**src/design/tvs_pkg.sv**
```systemverilog
// ----------------------------------------------------------------------------
// tvs_pkg: shared types and constants for the trilinear voxel splat core
// Operation codes, widths of the shared multiplier and the saturating add.
// ----------------------------------------------------------------------------
package tvs_pkg;

	// default cube side
	localparam int GRID_SIZE_DEF = 8;

	// shared multiplier operand and product widths
	localparam int MUL_A_W = 25;
	localparam int MUL_B_W = 12;
	localparam int MUL_P_W = MUL_A_W + MUL_B_W;

	// voxel word: three 8-bit channels
	localparam int VOXEL_W = 24;

	// corner weights at or below 0.001 in 2^-24 units are dropped
	localparam logic [MUL_A_W-1:0] WEIGHT_FLOOR = 25'd16777;

	// request operation codes
	typedef enum logic [1:0] {
		OP_SPLAT = 2'd0,
		OP_CLEAR = 2'd1,
		OP_READ  = 2'd2,
		OP_NONE  = 2'd3
	} op_t;

	// round (level * weight) from 2^-28 units, add to channel, clamp at 255
	function automatic logic [7:0] sat_add(input logic [7:0] cur,
		input logic [MUL_P_W-1:0] prod);
		logic [10:0] rnd;
		logic [9:0]  sum;
		rnd = {1'b0, prod[36:27]} + 11'd1;
		sum = {2'b00, cur} + rnd[10:1];
		return (sum > 10'd255) ? 8'hFF : sum[7:0];
	endfunction

endpackage

```
**src/design/tvs_mul.sv**
```systemverilog
// ----------------------------------------------------------------------------
// tvs_mul: shared multiplier of the splat sequencer
// One 25 x 12 unsigned multiply per cycle while en is high, product registered.
// ----------------------------------------------------------------------------
module tvs_mul (
	input  logic                        clk,
	input  logic                        en,
	input  logic [tvs_pkg::MUL_A_W-1:0] a,
	input  logic [tvs_pkg::MUL_B_W-1:0] b,
	output logic [tvs_pkg::MUL_P_W-1:0] prod
);

	logic [tvs_pkg::MUL_P_W-1:0] prod_q;

	// product register
	always_ff @(posedge clk) begin
		if (en) begin
			prod_q <= {{tvs_pkg::MUL_B_W{1'b0}}, a} * {{tvs_pkg::MUL_A_W{1'b0}}, b};
		end
	end

	assign prod = prod_q;

endmodule

```
**config.mk**
```make
export PLATFORM = sky130hd
export DESIGN_NAME = tvs_mul
export DESIGN_NICKNAME = d
export VERILOG_FILES = /design/src/design/tvs_pkg.sv /design/src/design/tvs_mul.sv
export SDC_FILE = /design/constraint.sdc
export NUM_CORES = 1
export LEC_CHECK = 0
export ABC_AREA = 0
export ABC_CLOCK_PERIOD_IN_PS = 10700
export BUFFER_PORTS_ARGS = -buffer_cell sky130_fd_sc_hd__clkbuf_2
export CORE_MARGIN = 2
export CORE_UTILIZATION = 54
export CTS_BUF_LIST = sky130_fd_sc_hd__clkbuf_16
export DETAILED_ROUTE_END_ITERATION = 7
export PLACE_DENSITY_LB_ADDON = 0.2
export SLEW_MARGIN = 15
export SYNTH_ARGS = -nofsm -noshare
export SYNTH_HDL_FRONTEND = slang
export SYNTH_SLANG_ARGS = --single-unit
```
**constraint.sdc**
```tcl
create_clock -name clk -period 10.7 [get_ports clk]
set_clock_uncertainty 0.05 [all_clocks]
set_input_delay 0.535 -clock clk [delete_from_list [all_inputs] [get_ports clk]]
set_output_delay 0.535 -clock clk [all_outputs]
set_load 0.02 [all_outputs]
```
Word-level counts from Yosys, hierarchy flattened --
Cells that the tools add are included. W data, S select, Z words.
Word-level totals: RAM bits 0, bits in read-only memories 0, bits of input ports 39, bits in latches 0, register bits after elaboration 37, output and inout port bits 37, memories kept 0
Cells by class: magnitude comparators 0, bitwise operators 0, eq/ne operators 0, multipliers 1, mux-type cells 0, divide/modulo/power cells 0, add/sub/neg operators 0, shift-type cells 0, reductions and logical operators 0
Operator list (number):
- $mul A25 B12 Y37 | 1

Logic depth before layout (Yosys ltp) --
Gate-level depths: netlist (run 1).
depth in word-level cells 1, gate-level depth with buffers 22

Least setup slack after synthesis (run 1) --
OpenSTA, ideal clock, no wires.
kind input-to-reg, start input b[5] (netlist bit), end register prod_q, in the netlist prod[34], data pin, arrival time 5.533 ns, slack 4.845 ns, stages 19, data required time 10.378 ns, cell sequence clkbuf_1 -> clkbuf_1 -> nand2_1 -> fa_1 -> inv_1 -> fa_1 -> inv_1 -> fa_1 -> inv_1 -> fa_1 -> fa_1 -> ha_1 -> a21o_1 -> a21o_1 -> a21o_1 -> a311o_1 -> a21oi_1 -> nor2_1 -> or4_1
On the way: cells in the longest elaborated chain, start to end 1
RTL lines:
- from (decl) | RTL line tvs_mul.sv:9 | input logic [tvs_pkg::MUL_B_W-1:0] b,
- $mul A25 B12 Y37 | RTL line tvs_mul.sv:18 | prod_q <= {{tvs_pkg::MUL_B_W{1'b0}}, a} * {{tvs_pkg::MUL_A_W{1'b0}}, b};
- to (signal assigned) | RTL line tvs_mul.sv:18
- to (decl) | RTL line tvs_mul.sv:13 | logic [tvs_pkg::MUL_P_W-1:0] prod_q;
No other way between the ends. A chain may end at the register's enable or synchronous reset.

Worst setup path after layout (run 1) --
start input b[7] (netlist bit), end register prod_q, in the netlist prod[34], data pin
Same word-level chain as after synthesis.

==> summary.txt, run 1 <==
status - finished, final reports clean
share of the yosys chip area belonging to registers - 0.106
clk buf depth - 2
Worst slew margin - 0.392
CTS buffer count - 5
Synth Warn # - 0
vias per cell - 5.35
I/O Buffers - 75
wire length per cell after detailed routing - 16.5 um
vias in the first global route - 8,350
Largest register FFs - 37
Routed Antenna Nets - 0
# hold bufs at CTS - 0
fin crit share - 0.563
max-slew violation count - 0
synth-to-layout area growth - 6.21%
Final WS setup - 4680 ps
Synth Cell Area - 0.0105 mm2
first-pass GRT wire length - 40.3 mm
Post-synth EDFFs - 37
fillers - 1,700
Final Net Count - 1,523
IO Pins - 76
clk sinks - 37
CP top delay family - adder cells
DR iter-0 viols - 374
postcts setup bufs - 0
min Tclk post-route - 6020 ps
crit-path most repeated cell - fa_1
Crit Path Max Fanout - 25
DRC errors left - 0
DIE HEIGHT - 143 um
Hold Startpoint - a[0]
Slowest Stage Delay on Critical Path - 590 ps
CTS tree - yes
Worst Hold Class - input port to flop
H-tree depth - 2
Initial Utilization - 0.555
fin util - 0.590
crit-path cells - clkbuf_2, nand2_1, fa_1, inv_1, fa_1, fa_1, fa_1, inv_1, fa_1, inv_1, ha_1, a21o_1, a31oi_1, o21bai_1, a211oi_2, a31oi_2, and4b_1, or4_1
Antenna Cells - 0
global route total overflow - 0
Pre-antenna DRT Iters - 5
FFs w/ async S/R, synth - 0
std cell rows - 50
share of cells above drive strength 1 - 0.0797
gp weighted congestion - 0.846
CP Data Required Time - 10,670 ps
hold path cells - 2
Die X-Extent - 143 um
#FFs+latches synth - 37
Synth Flop Type - edfxtp_1
Setup TNS - 0 ps
die area - 0.0205 mm2
CTS-repair resized insts - 0
worst slack at placement - 4410 ps
Slowest-stage cell, CP - fa_1
GRT Util Overall - 0.253
clk slew on worst S/H paths - 60 ps
syn avg cell area - 9.08 um2
worst-margin pin slew - 913 ps
Routed WL - 23.7 mm
Max Cap Viol - 0
Fmax - 166 MHz
antenna violations before repair - 0
largest net degree at the start of global routing - 38
Final setup violation count - 0
CP bufs+invs - 4
clk root buf - clkbuf_16
CP Launch Type - input port
Post-Syn Instances - 1,151
RSZ-0062 raised after global routing - no
HPWL after DPL - 19.2 mm
via count - 7,703
syn nets - 1,495
synth unique cells - 50
Hold Crit Endpoint - prod[0]
CP arrival - 6000 ps
Setup crit end kind - flop
kind of critical path - input port to flop
Fin. Hold Viols - 0
Core Area - 0.0188 mm2
-- cells by family (layout without fill, tap and decap cells) --
logic type | after synthesis | count (layout) | synth area share
compound gates | 95 | 95 | 0.0625
xor+xnor | 30 | 30 | 0.0251
fa+ha+maj | 305 | 305 | 0.530
buf+inv | 321 | 350 | 0.117
flops | 37 | 37 | 0.106
simple gates | 363 | 363 | 0.159
-- worst max-delay path by stage --
stage	from	cells after the start	end
global placement	b[3]	18	prod[34]
global route	b[6]	18	prod[34]
finish	b[7]	18	prod[34]
CTS	b[6]	18	prod[34]
detailed placement	b[7]	18	prod[34]
floorplan	b[5]	19	prod[34]
-- routing by layer --
layer | routed length, um | GRT usage | vias up | share of wire
met2 | 12700 | 0.475 | 206 | 0.54
met5 | 0 | 0 | - | 0
met3 | 937 | 0.0258 | 60 | 0.040
met4 | 866 | 0.0829 | 0 | 0.037
met1 | 9200 | 0.302 | 3962 | 0.39
li1 | - | - | 3475 | -
-- layout make-up --
cell class / count / area [um2] / area share
timing repair buffer: 75 / 375 / 0.0338
sequential: 37 / 1110 / 0.100
tap: 260 / 325 / 0.0293
inverter: 267 / 1000 / 0.0903
multi-input combinational: 793 / 8120 / 0.731
clock buffer: 5 / 125 / 0.0113
clock inverter: 3 / 46.3 / 0.00417
-- layout by cell type, fill, tap and decap left out, drive strengths merged, types with 2 or more instances in the layout --
cell type  netlist  layout
inv            267     267
nand2          236     236
fa             230     230
and2            85      85
clkbuf          50      80
ha              75      75
edfxtp          37      37
a21oi           27      27
xnor2           18      18
a21o            14      14
nor2            14      14
o21ai           14      14
xor2            12      12
nand3            6       6
a31oi            6       6
a211oi           6       6
and3             6       6
nor2b            4       4
nand4            4       4
a21boi           4       4
o211ai           3       3
o31ai            3       3
o21bai           3       3
a31o             3       3
a221oi           2       2
or4              2       2
o21a             2       2
nor4b            2       2
-- Yosys cell counts (2+ instances only) --
cell	count	area, um2
ha_1	75	938
and2_1	85	532
and3_2	3	22.5
edfxtp_1	37	1110
o21a_1	2	15.0
a31o_2	2	17.5
xor2_1	12	105
a21oi_1	27	135
nor2_1	14	52.6
a21boi_1	3	22.5
fa_1	230	4600
a211oi_2	2	25.0
o211ai_1	3	22.5
nand2_1	236	886
clkbuf_1	50	188
buf_6	2	22.5
a31oi_1	5	31.3
and3_1	3	18.8
a21o_1	14	105
nand4_1	4	25.0
nor2b_1	4	25.0
xnor2_1	18	158
inv_1	267	1000
or4_1	2	15.0
o21bai_1	3	22.5
nand3_1	6	30.0
o21ai_0	8	40.0
a211oi_1	4	30.0
a221oi_1	2	17.5
o21ai_1	6	30.0
o31ai_1	3	22.5
-- metrics by stage --
step	cell area (um2)	hold WS, ps	std cells
after floorplan	10500	597	1151
after global placement	10900	938	1432
after detailed placement	10900	939	1432
after CTS	11100	729	1440
after global routing	11100	745	1440
final	11100	724	1440
Power of run 1 is not shown: default switching activity piles up to over one toggle a cycle in this logic, so the estimate is an artifact.
==> run 2, diff against run 1 <==
Settings changed: ABC_AREA 0 to 1, ABC_CLOCK_PERIOD_IN_PS 10700 to 5450.
Clock period 10.7 ns to 5.45 ns, I/O delays scaled along.
==> run 2 against run 1 <==
Net effect: global-route usage up 0.25 points; setup slack worse by 4200 ps; die area up 8.3%; core utilization down 1.2 points; critical path type unchanged.
==> summary.txt, run 2 <==
Fmax - 201 MHz
Setup TNS - 0 ps (unchanged)
# hold bufs at CTS - 0 (unchanged)
clk buf depth - 2 (unchanged)
worst-margin pin slew - 912 ps (was 913 ps)
gp weighted congestion - 0.932 (was 0.846)
min Tclk post-route - 4980 ps
Core Area - 0.0208 mm2 (was 0.0188 mm2)
leading cell types in the layout, fill and taps excluded - nand2_1 (541), inv_1 (467), fa_1 (230) (was inv_1 (267), nand2_1 (236), fa_1 (230))
largest net degree at the start of global routing - 38 (unchanged)
Synth Warn # - 0 (unchanged)
share of the yosys chip area belonging to registers - 0.0979 (was 0.106)
Final setup violation count - 0 (unchanged)
hold_ws - 460 ps (was 724 ps)
Hold Crit Endpoint - prod[0] (unchanged)
fillers - 1,999 (was 1,700)
Routed Antenna Nets - 0 (unchanged)
clk slew on worst S/H paths - 60 ps (about the same)
die area - 0.0222 mm2 (was 0.0205 mm2)
std cell rows - 53 (was 50)
CTS tree - yes (unchanged)
HPWL after DPL - 21.9 mm (was 19.2 mm)
vias in the first global route - 9,490 (was 8,350)
Hold Startpoint - a[0] (unchanged)
syn avg cell area - 7.39 um2 (was 9.08 um2)
Fin. Hold Viols - 0 (unchanged)
share of cells above drive strength 1 - 0.0677 (was 0.0797)
DIE HEIGHT - 149 um (was 143 um)
Routed WL - 26.0 mm (was 23.7 mm)
via count - 8,993 (was 7,703)
post-route insts no fill - 1,840 (was 1,440)
Pre-antenna DRT Iters - 5 (unchanged)
Post-synth EDFFs - 37 (unchanged)
Synth area leaders - fa_1 (41%), nand2_1 (18%), inv_1 (15%) (was fa_1 (44%), edfxtp_1 (11%), inv_1 (9.6%))
first-pass GRT wire length - 44.9 mm (was 40.3 mm)
CTS buffer count - 5 (unchanged)
most common cell in the netlist - nand2_1 (was inv_1)
Crit Path Max Fanout - 25 (unchanged)
vias per cell - 4.89 (was 5.35)
status - finished, final reports clean (unchanged)
CP Launch Type - input port (unchanged)
share of the synthesized area in the top cell type - 0.406 (was 0.440)
H-tree depth - 2 (unchanged)
Final Net Count - 1,908 (was 1,523)
Largest register FFs - 37 (unchanged)
Cell Count Post-Placement - 1,832 (was 1,432)
CTS-repair resized insts - 0 (unchanged)
hold path cells - 4 (was 2)
Setup crit end kind - flop (unchanged)
Synth Flop Type - edfxtp_1 (unchanged)
Antenna Cells - 0 (unchanged)
FFs w/ async S/R, synth - 0 (unchanged)
GRT Util Overall - 0.255 (was 0.253)
RSZ-0062 raised after global routing - no (unchanged)
kind of critical path - input port to flop (unchanged)
CP arrival - 4960 ps (was 6000 ps)
Worst slew margin - 0.392 (about the same)
DR iter-0 viols - 475 (was 374)
cell taking the most area after synthesis - fa_1 (unchanged)
I/O Buffers - 75 (unchanged)
postcts setup bufs - 0 (unchanged)
IO Pins - 76 (unchanged)
fin crit share - 0.914
clk sinks - 37 (unchanged)
#FFs+latches synth - 37 (unchanged)
max-slew violation count - 0 (unchanged)
synth unique cells - 21 (was 50)
Synth Cell Area - 0.0114 mm2 (was 0.0105 mm2)
CP Data Required Time - 5430 ps (was 10,670 ps)
Synth top cells by count - nand2_1 (541), inv_1 (466), fa_1 (230) (was inv_1 (267), nand2_1 (236), fa_1 (230))
antenna violations before repair - 0 (unchanged)
wire length per cell after detailed routing - 14.1 um (was 16.5 um)
Post-Syn Instances - 1,536 (was 1,151)
Worst Hold Class - input port to flop (unchanged)
commonest non-fill, non-tap cell in the layout - nand2_1 (was inv_1)
Initial Utilization - 0.545 (was 0.555)
syn nets - 1,880 (was 1,495)
clk root buf - clkbuf_16 (unchanged)
Max Cap Viol - 0 (unchanged)
global route total overflow - 0 (unchanged)
DRC errors left - 0 (unchanged)
synth-to-layout area growth - 6.01% (was 6.21%)
Die X-Extent - 149 um (was 143 um)
run 2: cell count changes after synthesis, sizes merged, moves of 6 or more:
cell	change
o21ai	-14
clkbuf	+11
a21oi	-7
nor2	+28
xnor2	-14
nand2	+315
a211oi	-6
a21o	-13
and2	-82
inv	+200
nand3	+18
a31oi	-6
and3	-6
run 2: how the worst max path moves through the flow:
stage | from | endpoint | slack [ps] | cells past startpoint
6_report | b[4] | prod[27] | 470 | 23
5_1_grt | b[4] | prod[36] | 170 | 23
4_1_cts | b[4] | prod[28] | 480 | 23
3_5_place_dp | b[4] | prod[27] | 190 | 23
3_3_place_gp | b[4] | prod[36] | 260 | 23
2_1_floorplan | b[3] | prod[35] | 550 | 24
run 2: worst max-delay path, stage by stage:
cell,delay [ps]
clkbuf_2,490
nand2_1,160
fa_1,530
inv_1,60
fa_1,500
inv_1,60
fa_1,520
inv_1,50
fa_1,470
inv_1,50
fa_1,480
inv_1,40
ha_1,320
nand2_1,150
inv_1,50
a21oi_1,170
nand2_2,100
nand2_1,90
nand2_2,90
nand2_1,90
nand2_1,60
nand2_1,50
nand2_1,70
run 2: final cells by class:
type / count / area [um2] / area share
multi-input combinational: 971 / 8260 / 0.686
timing repair buffer: 82 / 428 / 0.0356
tap: 275 / 344 / 0.0286
clock buffer: 5 / 125 / 0.0104
clock inverter: 3 / 13.8 / 0.00114
sequential: 37 / 1110 / 0.0923
inverter: 467 / 1750 / 0.146
run 2: cells by family after synthesis:
logic type               Yosys count  share of synthesized area
XOR/XNOR                          17                     0.0131
AO/OA/AOI/OAI                     22                     0.0101
flip-flops                        37                     0.0979
buffers and inverters            528                      0.175
AND/OR/NAND/NOR                  627                      0.216
adder cells (fa/ha/maj)          305                      0.488
run 2: through the flow:
stage | util | setup slack (ps) | instance area (um2)
global placement | 0.571 | 265 | 11900
floorplan | - | 552 | 11400
CTS | 0.578 | 485 | 12000
finish | 0.578 | 471 | 12000
detailed placement | 0.571 | 193 | 11900
global route | 0.578 | 168 | 12000
run 2: metal layers:
metal / wire length (um) / up-vias / GRT usage
met5: 0 / - / 0
met3: 1230 / 44 / 0.0269
li1: - / 4319 / -
met4: 716 / 0 / 0.0648
met1: 10200 / 4375 / 0.310
met2: 13900 / 255 / 0.484
Power of run 2 is left out for the same reason.
==> run 3, diff against run 2 <==
Settings changed: ABC_AREA 1 to unset.
==> run 3 against run 2 <==
Net effect: sequential share of layout area down 0.28 points; cell count down 14%; non-clock buffer count up 143; setup slack worse by 380 ps; critical path type unchanged; highest routed layer unchanged; core utilization up 8.1 points; global-route usage up 0.37 points; design area up 3.1%; critical path depth down 3.
==> summary.txt, run 3 (synthesis results as in run 1) <==
GRT Util Overall - 0.259 (was 0.255)
Worst slew margin - 0.382 (was 0.392)
CP top delay family - adder cells (unchanged)
Setup crit end kind - flop (unchanged)
RSZ-0062 raised after global routing - yes (was no)
status - finished, final reports clean (unchanged)
Routed WL - 24.5 mm (was 26.0 mm)
worst slack at placement - -342 ps (was 193 ps)
CTS tree - yes (unchanged)
fin crit share - 0.983 (was 0.914)
IO Pins - 76 (unchanged)
die area - 0.0205 mm2 (was 0.0222 mm2)
Pre-antenna DRT Iters - 5 (unchanged)
H-tree depth - 2 (unchanged)
Hold Crit Endpoint - prod[0] (unchanged)
crit-path cells - buf_4, buf_12, buf_4, nand2_1, fa_1, inv_1, fa_1, inv_1, fa_1, inv_1, fa_1, fa_1, ha_1, a21o_1, a21o_1, a21o_1, a311o_1, a21oi_1, nor2_1, or4_1 (was clkbuf_2, nand2_1, fa_1, inv_1, fa_1, inv_1, fa_1, inv_1, fa_1, inv_1, fa_1, inv_1, ha_1, nand2_1, inv_1, a21oi_1, nand2_2, nand2_1, nand2_2, nand2_1, nand2_1, nand2_1, nand2_1)
wire length per cell after detailed routing - 15.4 um (was 14.1 um)
DIE HEIGHT - 143 um (was 149 um)
Routed Antenna Nets - 0 (unchanged)
crit path from - b[3] (was b[4])
max-slew violation count - 0 (unchanged)
Final setup violation count - 0 (unchanged)
clk buf depth - 2 (unchanged)
CP Launch Type - input port (unchanged)
hold_ws - 494 ps (was 460 ps)
clk root buf - clkbuf_16 (unchanged)
vias per cell - 5.14 (was 4.89)
Slowest-stage cell, CP - fa_1 (unchanged)
antenna violations before repair - 0 (unchanged)
worst-margin pin slew - 927 ps (was 912 ps)
global route total overflow - 0 (unchanged)
# hold bufs at CTS - 0 (unchanged)
CP bufs+invs - 6 (was 7)
Antenna Cells - 0 (unchanged)
highest metal used - met4 (unchanged)
kind of critical path - input port to flop (unchanged)
Crit path depth - 20 (was 23)
gp weighted congestion - 0.909 (was 0.932)
CTS buffer count - 5 (unchanged)
vias in the first global route - 9,074 (was 9,490)
M1 WL - 9.31 mm (was 10.2 mm)
DRC errors left - 0 (unchanged)
synth-to-layout area growth - 18.7% (was 6.01%)
Max Cap Viol - 0 (unchanged)
Worst Hold Class - input port to flop (unchanged)
DR iter-0 viols - 333 (was 475)
fin util - 0.659 (was 0.578)
via count - 8,168 (was 8,993)
Final Net Count - 1,673 (was 1,908)
largest net degree at the start of global routing - 38 (unchanged)
hold path cells - 3 (was 4)
clk sinks - 37 (unchanged)
Hold Startpoint - a[0] (unchanged)
share of cells above drive strength 1 - 0.193 (was 0.0677)
first-pass GRT wire length - 41.4 mm (was 44.9 mm)
Setup TNS - 0 ps (unchanged)
crit-path most repeated cell - fa_1 (was nand2_1)
Fmax - 187 MHz (was 201 MHz)
std cell rows - 50 (was 53)
commonest non-fill, non-tap cell in the layout - inv_1 (was nand2_1)
met2 wire length - 13.5 mm (was 13.9 mm)
I/O Buffers - 75 (unchanged)
Fin. Hold Viols - 0 (unchanged)
Slowest Stage Delay on Critical Path - 550 ps (was 530 ps)
Crit Path Max Fanout - 7 (was 25)
CP arrival - 5330 ps (was 4960 ps)
DR WL met3 - 845 um (was 1.23 mm)
Core Area - 0.0188 mm2 (was 0.0208 mm2)
clk slew on worst S/H paths - 60 ps (about the same)
CP Data Required Time - 5420 ps (was 5430 ps)
leading cell types in the layout, fill and taps excluded - inv_1 (267), nand2_1 (236), fa_1 (228) (was nand2_1 (541), inv_1 (467), fa_1 (230))
Largest register FFs - 37 (unchanged)
HPWL after DPL - 21.0 mm (was 21.9 mm)
Final WS setup - 95.3 ps (was 471 ps)
Initial Utilization - 0.555 (was 0.545)
Die X-Extent - 143 um (was 149 um)
min Tclk post-route - 5350 ps (was 4980 ps)
[run 3: cell types whose count changed in the layout (fill, tap and decap cells not counted), sizes merged, moves of 14 or more]
cell and delta:
xnor2 +14, buf +151, and2 +82, nand2 -315, inv -201, nor2 -28
nand3 -18, o21ai +14
[run 3: metal layers]
layer,vias to the layer above,GRT usage
met3,60,0.0312
met2,190,0.506
met1,4136,0.288
met5,-,0
li1,3782,-
met4,0,0.0891
[run 3: how the worst max path moves through the flow]
| stage | endpoint | slack (ps) |
|---|---|---|
| 6_report | prod[34] | 100 |
| 5_1_grt | prod[34] | -40 |
| 4_1_cts | prod[34] | 40 |
| 3_5_place_dp | prod[34] | -340 |
| 3_3_place_gp | prod[34] | -280 |
| 2_1_floorplan | prod[34] | 3 |
[run 3: repair_timing]
action	4_1_cts	5_1_grt
pin swaps	0	15
cloned	0	1
setup endpoints to repair	1	11
gates resized for setup	2	36
buffers inserted	0	7
[run 3: cell type report]
class	count	area [um2]
Sequential cell	37	1110
Timing Repair Buffer	225	1590
Clock buffer	5	125
Fill cell	1581	6420
Clock inverter	3	41.3
Inverter	267	1000
Tap cell	260	325
Multi-Input combinational cell	793	8210
[run 3: worst min-delay path: stages]
cell      delay, ps
clkbuf_2        150
buf_4           170
and2_1          120
[run 3: through the flow]
| step | cells | area, um2 |
|---|---|---|
| finish | 1590 | 12400 |
| global route | 1590 | 12400 |
| CTS | 1582 | 12200 |
| detailed placement | 1574 | 12000 |
| global placement | 1574 | 12000 |
| floorplan | 1151 | 10500 |
Power of run 3 is left out for the same reason.
